### src/sv/s2hfn_pkg.sv
// Shared types, codes and the fixed key tables for the scan code to HID
// translator with Fn layer. No dependencies.
package s2hfn_pkg;

    localparam int SLOT_W   = 7;
    localparam int CODE_W   = 8;
    localparam int VALUE_W  = 16;
    localparam int ACTION_W = 2;

    // keyboard ID bytes, dropped without effect
    localparam logic [CODE_W-1:0] ID_BYTE_A = 8'hFA;
    localparam logic [CODE_W-1:0] ID_BYTE_B = 8'hFD;

    localparam logic [SLOT_W-1:0] FN_SLOT_RESET = 7'h22;

    localparam logic [ACTION_W-1:0] ACT_PRESS       = 2'd0;
    localparam logic [ACTION_W-1:0] ACT_RELEASE     = 2'd1;
    localparam logic [ACTION_W-1:0] ACT_RELEASE_ALL = 2'd2;

    typedef struct packed {
        logic                valid;
        logic [ACTION_W-1:0] action;
        logic [VALUE_W-1:0]  key_value;
    } t_xlate_res;

    // base layer: low byte usage id, high byte modifier mask
    function automatic logic [VALUE_W-1:0] base_value(input logic [SLOT_W-1:0] slot);
        logic [VALUE_W-1:0] v;
        case (slot)
            7'd0:  v = 16'h001e;
            7'd1:  v = 16'h001f;
            7'd2:  v = 16'h0020;
            7'd3:  v = 16'h001d;
            7'd4:  v = 16'h0021;
            7'd5:  v = 16'h0022;
            7'd6:  v = 16'h0023;
            7'd7:  v = 16'h0024;
            7'd8:  v = 16'h0800;
            7'd9:  v = 16'h0014;
            7'd10: v = 16'h001a;
            7'd11: v = 16'h0008;
            7'd12: v = 16'h0015;
            7'd13: v = 16'h0017;
            7'd14: v = 16'h001c;
            7'd15: v = 16'h0035;
            7'd16: v = 16'h001b;
            7'd17: v = 16'h0004;
            7'd18: v = 16'h0016;
            7'd19: v = 16'h0007;
            7'd20: v = 16'h0009;
            7'd21: v = 16'h000a;
            7'd22: v = 16'h000b;
            7'd23: v = 16'h002c;
            7'd24: v = 16'h0039;
            7'd25: v = 16'h002b;
            7'd26: v = 16'h0100;
            7'd35: v = 16'h0400;
            7'd44: v = 16'h0006;
            7'd45: v = 16'h0019;
            7'd46: v = 16'h0005;
            7'd47: v = 16'h0011;
            7'd48: v = 16'h002d;
            7'd49: v = 16'h002e;
            7'd50: v = 16'h002a;
            7'd51: v = 16'h004a;
            7'd52: v = 16'h0025;
            7'd53: v = 16'h0026;
            7'd54: v = 16'h0027;
            7'd55: v = 16'h4000;
            7'd56: v = 16'h002f;
            7'd57: v = 16'h0030;
            7'd58: v = 16'h0031;
            7'd59: v = 16'h004d;
            7'd60: v = 16'h0018;
            7'd61: v = 16'h000c;
            7'd62: v = 16'h0012;
            7'd63: v = 16'h0013;
            7'd64: v = 16'h0034;
            7'd65: v = 16'h0028;
            7'd66: v = 16'h004b;
            7'd68: v = 16'h000d;
            7'd69: v = 16'h000e;
            7'd70: v = 16'h000f;
            7'd71: v = 16'h0033;
            7'd72: v = 16'h0038;
            7'd73: v = 16'h0052;
            7'd74: v = 16'h004e;
            7'd76: v = 16'h0010;
            7'd77: v = 16'h0036;
            7'd78: v = 16'h0037;
            7'd79: v = 16'h0049;
            7'd80: v = 16'h1000;
            7'd81: v = 16'h0050;
            7'd82: v = 16'h0051;
            7'd83: v = 16'h004f;
            7'd88: v = 16'h0200;
            7'd89: v = 16'h2000;
            default: v = 16'h0000;
        endcase
        return v;
    endfunction

    // Fn layer: zero means no override
    function automatic logic [VALUE_W-1:0] fn_value(input logic [SLOT_W-1:0] slot);
        logic [VALUE_W-1:0] v;
        case (slot)
            7'd0:  v = 16'h003a;
            7'd1:  v = 16'h003b;
            7'd2:  v = 16'h003c;
            7'd4:  v = 16'h003d;
            7'd5:  v = 16'h003e;
            7'd6:  v = 16'h003f;
            7'd7:  v = 16'h0040;
            7'd25: v = 16'h0029;
            7'd48: v = 16'h0044;
            7'd49: v = 16'h0045;
            7'd50: v = 16'h004c;
            7'd52: v = 16'h0041;
            7'd53: v = 16'h0042;
            7'd54: v = 16'h0043;
            7'd79: v = 16'h0046;
            default: v = 16'h0000;
        endcase
        return v;
    endfunction

endpackage

### src/sv/s2hfn_core.sv
// Translation step: table lookup, Fn layer and key state (Fn held, last
// release byte, per-slot Fn marks). Depends on s2hfn_pkg.
module s2hfn_core (
    input  logic                          i_clk,
    input  logic                          i_rst_n,
    input  logic                          i_fire,
    input  logic [s2hfn_pkg::CODE_W-1:0]  i_code,
    input  logic [s2hfn_pkg::SLOT_W-1:0]  i_fn_slot,
    output s2hfn_pkg::t_xlate_res         o_res
);

    localparam int SLOTS = 2 ** s2hfn_pkg::SLOT_W;

    logic [s2hfn_pkg::CODE_W-1:0] r_prev_rel, n_prev_rel;
    logic                         r_fn_held, n_fn_held;
    logic [SLOTS-1:0]             r_fn_marked, n_fn_marked;

    logic [s2hfn_pkg::SLOT_W-1:0]  slot;
    logic [s2hfn_pkg::VALUE_W-1:0] base_v, fn_v;
    logic                          is_id, is_rel, is_fn;

    always_comb begin
        slot   = i_code[s2hfn_pkg::SLOT_W-1:0];
        is_rel = i_code[s2hfn_pkg::CODE_W-1];
        is_id  = (i_code == s2hfn_pkg::ID_BYTE_A) || (i_code == s2hfn_pkg::ID_BYTE_B);
        is_fn  = (slot == i_fn_slot);
        base_v = s2hfn_pkg::base_value(slot);
        fn_v   = s2hfn_pkg::fn_value(slot);

        n_prev_rel  = r_prev_rel;
        n_fn_held   = r_fn_held;
        n_fn_marked = r_fn_marked;
        o_res       = '0;

        if (!is_id) begin
            if (is_rel) begin
                if (r_prev_rel == i_code) begin
                    // same release byte twice: drop everything
                    n_prev_rel      = '0;
                    n_fn_held       = 1'b0;
                    n_fn_marked     = '0;
                    o_res.valid     = 1'b1;
                    o_res.action    = s2hfn_pkg::ACT_RELEASE_ALL;
                    o_res.key_value = '0;
                end else begin
                    n_prev_rel = i_code;
                    if (is_fn) begin
                        n_fn_held = 1'b0;
                    end else begin
                        o_res.valid     = 1'b1;
                        o_res.action    = s2hfn_pkg::ACT_RELEASE;
                        o_res.key_value = r_fn_marked[slot] ? fn_v : base_v;
                        n_fn_marked[slot] = 1'b0;
                    end
                end
            end else begin
                n_prev_rel = '0;
                if (is_fn) begin
                    n_fn_held = 1'b1;
                end else begin
                    o_res.valid     = 1'b1;
                    o_res.action    = s2hfn_pkg::ACT_PRESS;
                    o_res.key_value = base_v;
                    if (r_fn_held && (fn_v != '0)) begin
                        o_res.key_value   = fn_v;
                        n_fn_marked[slot] = 1'b1;
                    end
                end
            end
        end
    end

    always_ff @(posedge i_clk) begin
        if (!i_rst_n) begin
            r_prev_rel  <= '0;
            r_fn_held   <= 1'b0;
            r_fn_marked <= '0;
        end else if (i_fire) begin
            r_prev_rel  <= n_prev_rel;
            r_fn_held   <= n_fn_held;
            r_fn_marked <= n_fn_marked;
        end
    end

endmodule

### src/sv/scancode_to_hid_fn_layer.sv
// Top level of the scan code to HID translator with Fn layer.
// Depends on s2hfn_pkg and s2hfn_core.
//
// Takes one scan byte per clock on the slave stream while no stalled result on
// the master stream holds it off, and gives at most one key action per byte
// (tuser = action, tdata = key value). A byte passes an input register, then
// the lookup and state update, then the result register. ID bytes, Fn presses
// and Fn releases give no transfer. The Fn slot register resets to 0x22 and is
// written through the cfg channel, always ready; the user must write it only
// while the stream is idle, as the block itself does not enforce this.
module scancode_to_hid_fn_layer (
    input  logic                            i_clk,
    input  logic                            i_rst_n,
    input  logic                            s_axis_tvalid,
    output logic                            s_axis_tready,
    input  logic [7:0]                      s_axis_tdata,  // [7:0] scan_code
    output logic                            m_axis_tvalid,
    input  logic                            m_axis_tready,
    output logic [15:0]                     m_axis_tdata,  // [15:0] key_value
    output logic [1:0]                      m_axis_tuser,  // [1:0] action
    input  logic                            i_cfg_valid,
    output logic                            o_cfg_ready,
    input  logic [6:0]                      i_cfg_data     // fn_slot
);

    logic [s2hfn_pkg::SLOT_W-1:0]   r_fn_slot;
    logic                           r_in_valid;
    logic [s2hfn_pkg::CODE_W-1:0]   r_code;
    logic                           r_out_valid;
    logic [s2hfn_pkg::ACTION_W-1:0] r_action;
    logic [s2hfn_pkg::VALUE_W-1:0]  r_key_value;

    s2hfn_pkg::t_xlate_res          res;
    logic                           advance;

    assign advance       = r_in_valid && (!r_out_valid || m_axis_tready);
    assign s_axis_tready = !r_in_valid || advance;
    assign o_cfg_ready   = 1'b1;

    assign m_axis_tvalid = r_out_valid;
    assign m_axis_tdata  = r_key_value;
    assign m_axis_tuser  = r_action;

    s2hfn_core u_core (
        .i_clk     (i_clk),
        .i_rst_n   (i_rst_n),
        .i_fire    (advance),
        .i_code    (r_code),
        .i_fn_slot (r_fn_slot),
        .o_res     (res)
    );

    always_ff @(posedge i_clk) begin
        if (!i_rst_n) begin
            r_fn_slot <= s2hfn_pkg::FN_SLOT_RESET;
        end else if (i_cfg_valid) begin
            r_fn_slot <= i_cfg_data;
        end
    end

    always_ff @(posedge i_clk) begin
        if (!i_rst_n) begin
            r_in_valid <= 1'b0;
        end else if (s_axis_tready) begin
            r_in_valid <= s_axis_tvalid;
        end
    end

    always_ff @(posedge i_clk) begin
        if (s_axis_tready && s_axis_tvalid) begin
            r_code <= s_axis_tdata;
        end
    end

    always_ff @(posedge i_clk) begin
        if (!i_rst_n) begin
            r_out_valid <= 1'b0;
        end else if (advance) begin
            r_out_valid <= res.valid;
        end else if (m_axis_tready) begin
            r_out_valid <= 1'b0;
        end
    end

    always_ff @(posedge i_clk) begin
        if (advance && res.valid) begin
            r_action    <= res.action;
            r_key_value <= res.key_value;
        end
    end

endmodule

### config.mk
export PLATFORM = sky130hd
export DESIGN_NAME = scancode_to_hid_fn_layer
export DESIGN_NICKNAME = d
export VERILOG_FILES = /design/src/sv/s2hfn_pkg.sv /design/src/sv/s2hfn_core.sv /design/src/sv/scancode_to_hid_fn_layer.sv
export SDC_FILE = /design/constraint.sdc
export NUM_CORES = 1
export LEC_CHECK = 0
export ABC_AREA = 0
export ABC_CLOCK_PERIOD_IN_PS = 4100
export BUFFER_PORTS_ARGS = -buffer_cell sky130_fd_sc_hd__buf_4
export CAP_MARGIN = 0
export CORE_MARGIN = 2
export CORE_UTILIZATION = 56
export DETAILED_ROUTE_END_ITERATION = 6
export GPL_ROUTABILITY_DRIVEN = 0
export PLACE_DENSITY = 0.76
export SYNTH_ARGS = -nofsm -noshare
export SYNTH_HDL_FRONTEND = slang
export SYNTH_HIERARCHICAL = 1
export SYNTH_SLANG_ARGS = --single-unit
### constraint.sdc
create_clock -name i_clk -period 4.1 [get_ports i_clk]
set_clock_uncertainty 0.1 [all_clocks]
set_input_delay 0.205 -clock i_clk [delete_from_list [all_inputs] [get_ports i_clk]]
set_output_delay 0.205 -clock i_clk [all_outputs]
set_load 0.05 [all_outputs]
Yosys cells after proc, flatten, opt, wreduce, memory -nomap -nowiden:

Memory sizes are Yosys's and may differ from the RTL's. A register that Yosys moved wholly into a read port is not among the register bits.
Cells that the tools add are included.

* register bits: 172
* latch bits: 0
* memory bits (writable): 0
* ROM bits: 1792
* input bits: 20
* logic and storage cells: 81
* memories kept: 1

Memory list
* (name not given): depth 128, bits a word 14, read ports 1, clocked after memory_dff 1, wr ports 0, RTL line s2hfn_pkg.sv:29 `case (slot)`

* $add $sub $neg: 0
* $mul: 0
* divide/modulo/power cells: 0
* magnitude comparators: 2
* equality and inequality tests: 20
* shift-type cells: 0
* multiplexer cells: 26
* bitwise logic cells: 4
* reduce and logical (&&, ||, !) cells: 19

Operators with widths (number)
* $mux W128: 5
* $and A128 B128 Y128: 1
* $not A128 Y128: 1
* $or A128 B128 Y128: 1
* $pmux W7 S15: 1
* $mux W19: 5
* $eq A7 B6 Y1 const B: 6
* $mux W16: 2
* $eq A7 B3 Y1 const B: 4
* $eq A8 B8 Y1 const B: 2
* $mux W8: 2
* $reduce_bool A16 Y1: 1
* $eq A8 B8 Y1: 1
* $lt A7 B8 Y1 const B: 1
* $mux W1: 8
* $reduce_bool A2 Y1: 4
* $bmux W1 S7: 1
* $demux W1 S7: 1
* $eq A7 B1 Y1 const B: 1
* $eq A7 B2 Y1 const B: 1
* $eq A7 B5 Y1 const B: 1
* $eq A7 B7 Y1: 1
* $eq A7 B7 Y1 const B: 1
* $ge A7 B1 Y1 const B: 1
* other kinds (10): 18

Logic depth before layout (Yosys ltp):

* depth in word-level cells: 9
* mapped depth: 17
* mapped depth without buffers: 9

Cells and area by module:

Netlist, hierarchy kept.

By module, submodules not included
* s2hfn_core: times used 1, cells each 1161, area each 8640.8 um2, seq. area each 2742.6 um2
* scancode_to_hid_fn_layer: times used 1, cells each 64, area each 1154.9 um2, seq. area each 960.9 um2

Least setup slack after synthesis:

Ideal clock, no wire load.

* path type: register -> register
* from: register r_code[1] (netlist bit)
* to: register r_key_value (netlist bit m_axis_tdata[0]) (enable)
* library setup time: 0.392 ns
* arrival time: 3.340 ns
* data required time: 3.608 ns
* slack: 0.268 ns
* cell stages (with the launch flop): 14
* buffers on the path: 5
* clock period less this slack: 3.832 ns
* path through: edfxtp_1 -> buf_2 -> buf_4 -> buf_2 -> clkbuf_1 -> inv_1 -> ha_1 -> clkbuf_1 -> mux2i_1 -> nor2_1 -> nand2_1 -> a21boi_0 -> nand2_1 -> nor2_1

RTL lines
* start, declared: RTL line scancode_to_hid_fn_layer.sv:28 `logic [s2hfn_pkg::CODE_W-1:0] r_code;`
* start signal, assigned: RTL line scancode_to_hid_fn_layer.sv:71 `r_code <= s_axis_tdata;`
* end signal, assigned: RTL line scancode_to_hid_fn_layer.sv:88 `r_key_value <= res.key_value;`
* end, declared: RTL line scancode_to_hid_fn_layer.sv:31 `logic [s2hfn_pkg::VALUE_W-1:0] r_key_value;`

Worst setup path in the final report:

* from: register r_code[1] (netlist bit)
* to: register u_core.r_fn_marked[29]

* cells in the longest elaborated chain, start to end: 9

RTL lines
* $lt A7 B8 Y1 (not written as such) or $ge A7 B1 Y1 (tied branches): RTL line s2hfn_core.sv:53, s2hfn_core.sv:66
* $logic_and A1 B1 Y1 (not written as such): RTL line s2hfn_core.sv:53, s2hfn_core.sv:66
* $mux W1 (not written as such): RTL line s2hfn_core.sv:53, s2hfn_core.sv:66
* $demux W1 S7
* $not A128 Y128 (no source line)
* $and A128 B128 Y128 (no source line)
* $mux W128: RTL line s2hfn_core.sv:47 `if (is_fn) begin`
* $mux W128: RTL line s2hfn_core.sv:37 `if (r_prev_rel == i_code) begin`
* $mux W128: RTL line s2hfn_core.sv:36 `if (is_rel) begin`
* end signal, assigned: RTL line s2hfn_core.sv:81 `r_fn_marked <= n_fn_marked;`
* end, declared: RTL line s2hfn_core.sv:16 `logic [SLOTS-1:0] r_fn_marked, n_fn_marked;`

Parallel ways exist; a longest one is shown, timed or not. The select of a mux whose other input is x is not followed.
A chain may end at the register's enable or synchronous reset.

==> flow_summary.ini <==
[final_layout]
ff_latch_area_sq_um = 3700
drive_gt1_share_pct = 13.4
antennaDiodeCount = 0
multi_input_area_sq_um = 5470
instances_no_fill = 1459
nets = 1250
syn2layout_area_growth_pct = 12.4
nFillCells = 1445

[power]
leakage_nw = 3.98
peakVddDrop_mv = 0.313
pwr-share-seq_pct = 45.7
p_clk_share_pct = 40.1
swShare_pct = 28.6
p_per_area_nw_per_um2 = 351
pwr-share-comb_pct = 14.2
power.switching_mw = 1.10
internal_power_mw = 2.75

[yosys]
syn_avg_cell_area_sq_um = 8.00
yosys.area.top_type_share_pct = 29.8
synth-edff-count = 26
ys_ff_latch = 172
yosysTopAreaCell = dfxtp_1
synth_cell_type_count = 63
synth_async_sr_flop_share_pct = 0
yosysWarnings = 6
ys_seq_area_share_pct = 37.8
synthesis.area_sq_um = 9800
synth_area_leaders = dfxtp_1 (30%), edfxtp_1 (8.0%), a21oi_1 (7.8%)
ys_dominant_reg_cell = dfxtp_1
syn_inst = 1225

[critical_path]
start_kind = register
crit_start = r_code[1]
ff2ff_path_depth = 11
reg2reg_from = r_code[1]
endpoint = u_core/r_fn_marked[29]
r2r_slack_ns = 0.67
cp.arrival_ns = 3.66
crit_required_ns = 4.33
r2r_end = u_core/r_fn_marked[29]
cp-end-kind = register
critPathMaxFanout = 96
path_class = register to register

[sta]
tightest_slew_ns = 1.16
hold_ws_ns = 0.0488
finalSetupViolations = 0
relSlewSlack_pct = 22.6
rsz0062_at_grt = no
min_period_over_period_pct = 83.7
fin_ws_ns = 0.667
max_freq_mhz = 291
tns_ns = 0
hold_viol = 0
min_period_ns = 3.43
slew_viol_final = 0

[global_routing]
grt.busiest_layer = met2
antenna_found_initial = 0
grt_max_degree = 126
met2_usage_pct = 50.8
grt_util_met1_pct = 44.1
grt_overflow_total = 0
grt_pass1_wl_mm = 47.5
grt_pass1_vias = 9051
grt_use_met3_pct = 6.49
gr-usage-all-layers_pct = 32.4

[floorplan]
io_pins = 41
core_area_sq_um = 17200
die_area_sq_um = 18600
die_y_um = 136
rows = 48
initial_core_util_pct = 57.0
die_w_um = 136

[detailed_routing]
drc = 0
wirelength_mm = 29.9
dr.pass1.iters = 7
routedWlPerCell_um = 20.5
num_vias = 9788
drt-initial-drc-count = 1530
ant_nets = 0
viasPerCell = 6.71

[min_path]
hp-class = input pin to register

[cts]
cts_tree = built
numCtsBuffers = 17
cts_max_path_buffers = 2
clockRootBuffer = clkbuf_16
clock-sinks = 172
htreeDepth = 4
clk-insertion-delay-late_ns = 0.45
clk_pin_slew_ns = 0.07

[run]
maxCapViolCount = 0

[placement]
hpwl_mm = 18.0
dpl.cell_count = 1408
place_ws_ns = 0.780
io_buffers = 39

[outcome]
status = completed
## cells in the mapped netlist, drive strengths merged (9+ instances only)
library cell / n
clkbuf: 95
o21ai: 142
a22oi: 14
inv: 9
nor2b: 14
o22ai: 11
a21boi: 11
mux2i: 40
a21oi: 153
nand2: 95
nor4: 10
xor2: 13
edfxtp: 26
buf: 43
nand3: 22
dfxtp: 146
ha: 9
a31oi: 100
nor3: 11
nor2: 153
mux4: 25
## worst min-delay path by stage
stage                               start      endpoint  slack [ns]  depth (start not counted)
final                         i_cfg_valid  r_fn_slot[0]        0.05                          3
after global routing          i_cfg_valid  r_fn_slot[3]        0.07                          3
after CTS                     i_cfg_valid  r_fn_slot[0]        0.03                          3
after detailed placement  s_axis_tdata[2]     r_code[2]        0.28                          1
after global placement    s_axis_tdata[7]     r_code[7]        0.28                          1
after floorplan           s_axis_tdata[0]     r_code[0]        0.20                          0
## critical path, cell delays in order (launching register included)
cell,delay [ns]
edfxtp_1,0.40
buf_12,0.31
inv_1,0.20
ha_1,0.38
a211oi_1,0.37
o21ai_0,0.18
a21o_1,0.26
o21a_1,0.23
a21o_2,0.25
buf_12,0.21
a31oi_1,0.25
nor2_1,0.06
## state kept, by name, indices dropped and copies added (netlist names)
signal	count
r_code	8
u_core/r_fn_marked	128
r_in_valid	1
u_core/r_prev_rel	8
u_core/r_fn_held	1
m_axis_tdata	16
m_axis_tvalid	1
m_axis_tuser	2
r_fn_slot	7
## cells by family after synthesis
family          after synthesis  share of synthesized area (%)
compound gates              473                           27.8
flops                       172                           37.8
other cells                   2                         0.0767
buf+inv                     149                           6.55
fa+ha+maj                     9                           1.15
xor+xnor                     16                           1.43
mux                          67                           10.1
simple gates                337                           15.1
## placed cells by master, fill, tap and decap left out, drive strengths merged, types with 13 or more instances in the layout
| master | Yosys | layout |
|---|---|---|
| a21oi | 153 | 153 |
| clkbuf | 95 | 21 |
| a31oi | 100 | 100 |
| dfxtp | 146 | 146 |
| nor2 | 153 | 153 |
| nor2b | 14 | 14 |
| nand2 | 95 | 95 |
| xor2 | 13 | 13 |
| mux4 | 25 | 25 |
| inv | 9 | 14 |
| buf | 43 | 95 |
| mux2i | 40 | 40 |
| edfxtp | 26 | 26 |
| dlygate4sd3 | 0 | 19 |
| o21ai | 142 | 142 |
| a22oi | 14 | 14 |
| nand3 | 22 | 22 |
## per-stage QoR
stage                     util [%]  total power [mW]  cell area, sq um
after CTS                     64.1              3.85             11000
after global placement        59.8              2.31             10300
after global routing          64.1              3.97             11000
final                         64.1              3.86             11000
after floorplan                  -              2.16              9800
after detailed placement      59.8              2.31             10300
## final cells by class
cell class,count,share of cell area [%]
timing repair buffer,114,8.66
clock buffer,21,4.27
clock inverter,11,0.773
tap,225,2.56
multi-input combinational,905,49.7
inverter,11,0.375
sequential,172,33.6
## power by group through the flow
stage	clock network, mW	logic, mW	registers [mW]
final	1.55	0.546	1.76
after detailed placement	0	0.510	1.80
after CTS	1.56	0.527	1.76
after global placement	0	0.508	1.80
after floorplan	0	0.347	1.81
after global routing	1.62	0.583	1.77
## metal layers
| layer | wire, um | share of wire [%] | up-vias |
|---|---|---|---|
| met5 | 0 | 0 | - |
| met4 | 851 | 2.8 | 0 |
| met1 | 12200 | 41 | 4645 |
| met2 | 13900 | 46 | 611 |
| met3 | 3010 | 10 | 92 |
| li1 | - | - | 4440 |
## timing repair
item | in CTS | in global routing
hold buffers | 19 | 0
setup buffers | 0 | 0
resized for setup | 0 | 0
hold endpoints to repair | 17 | 0
setup endpoints to repair | 0 | 0
Power figures use the tool's default switching activity.
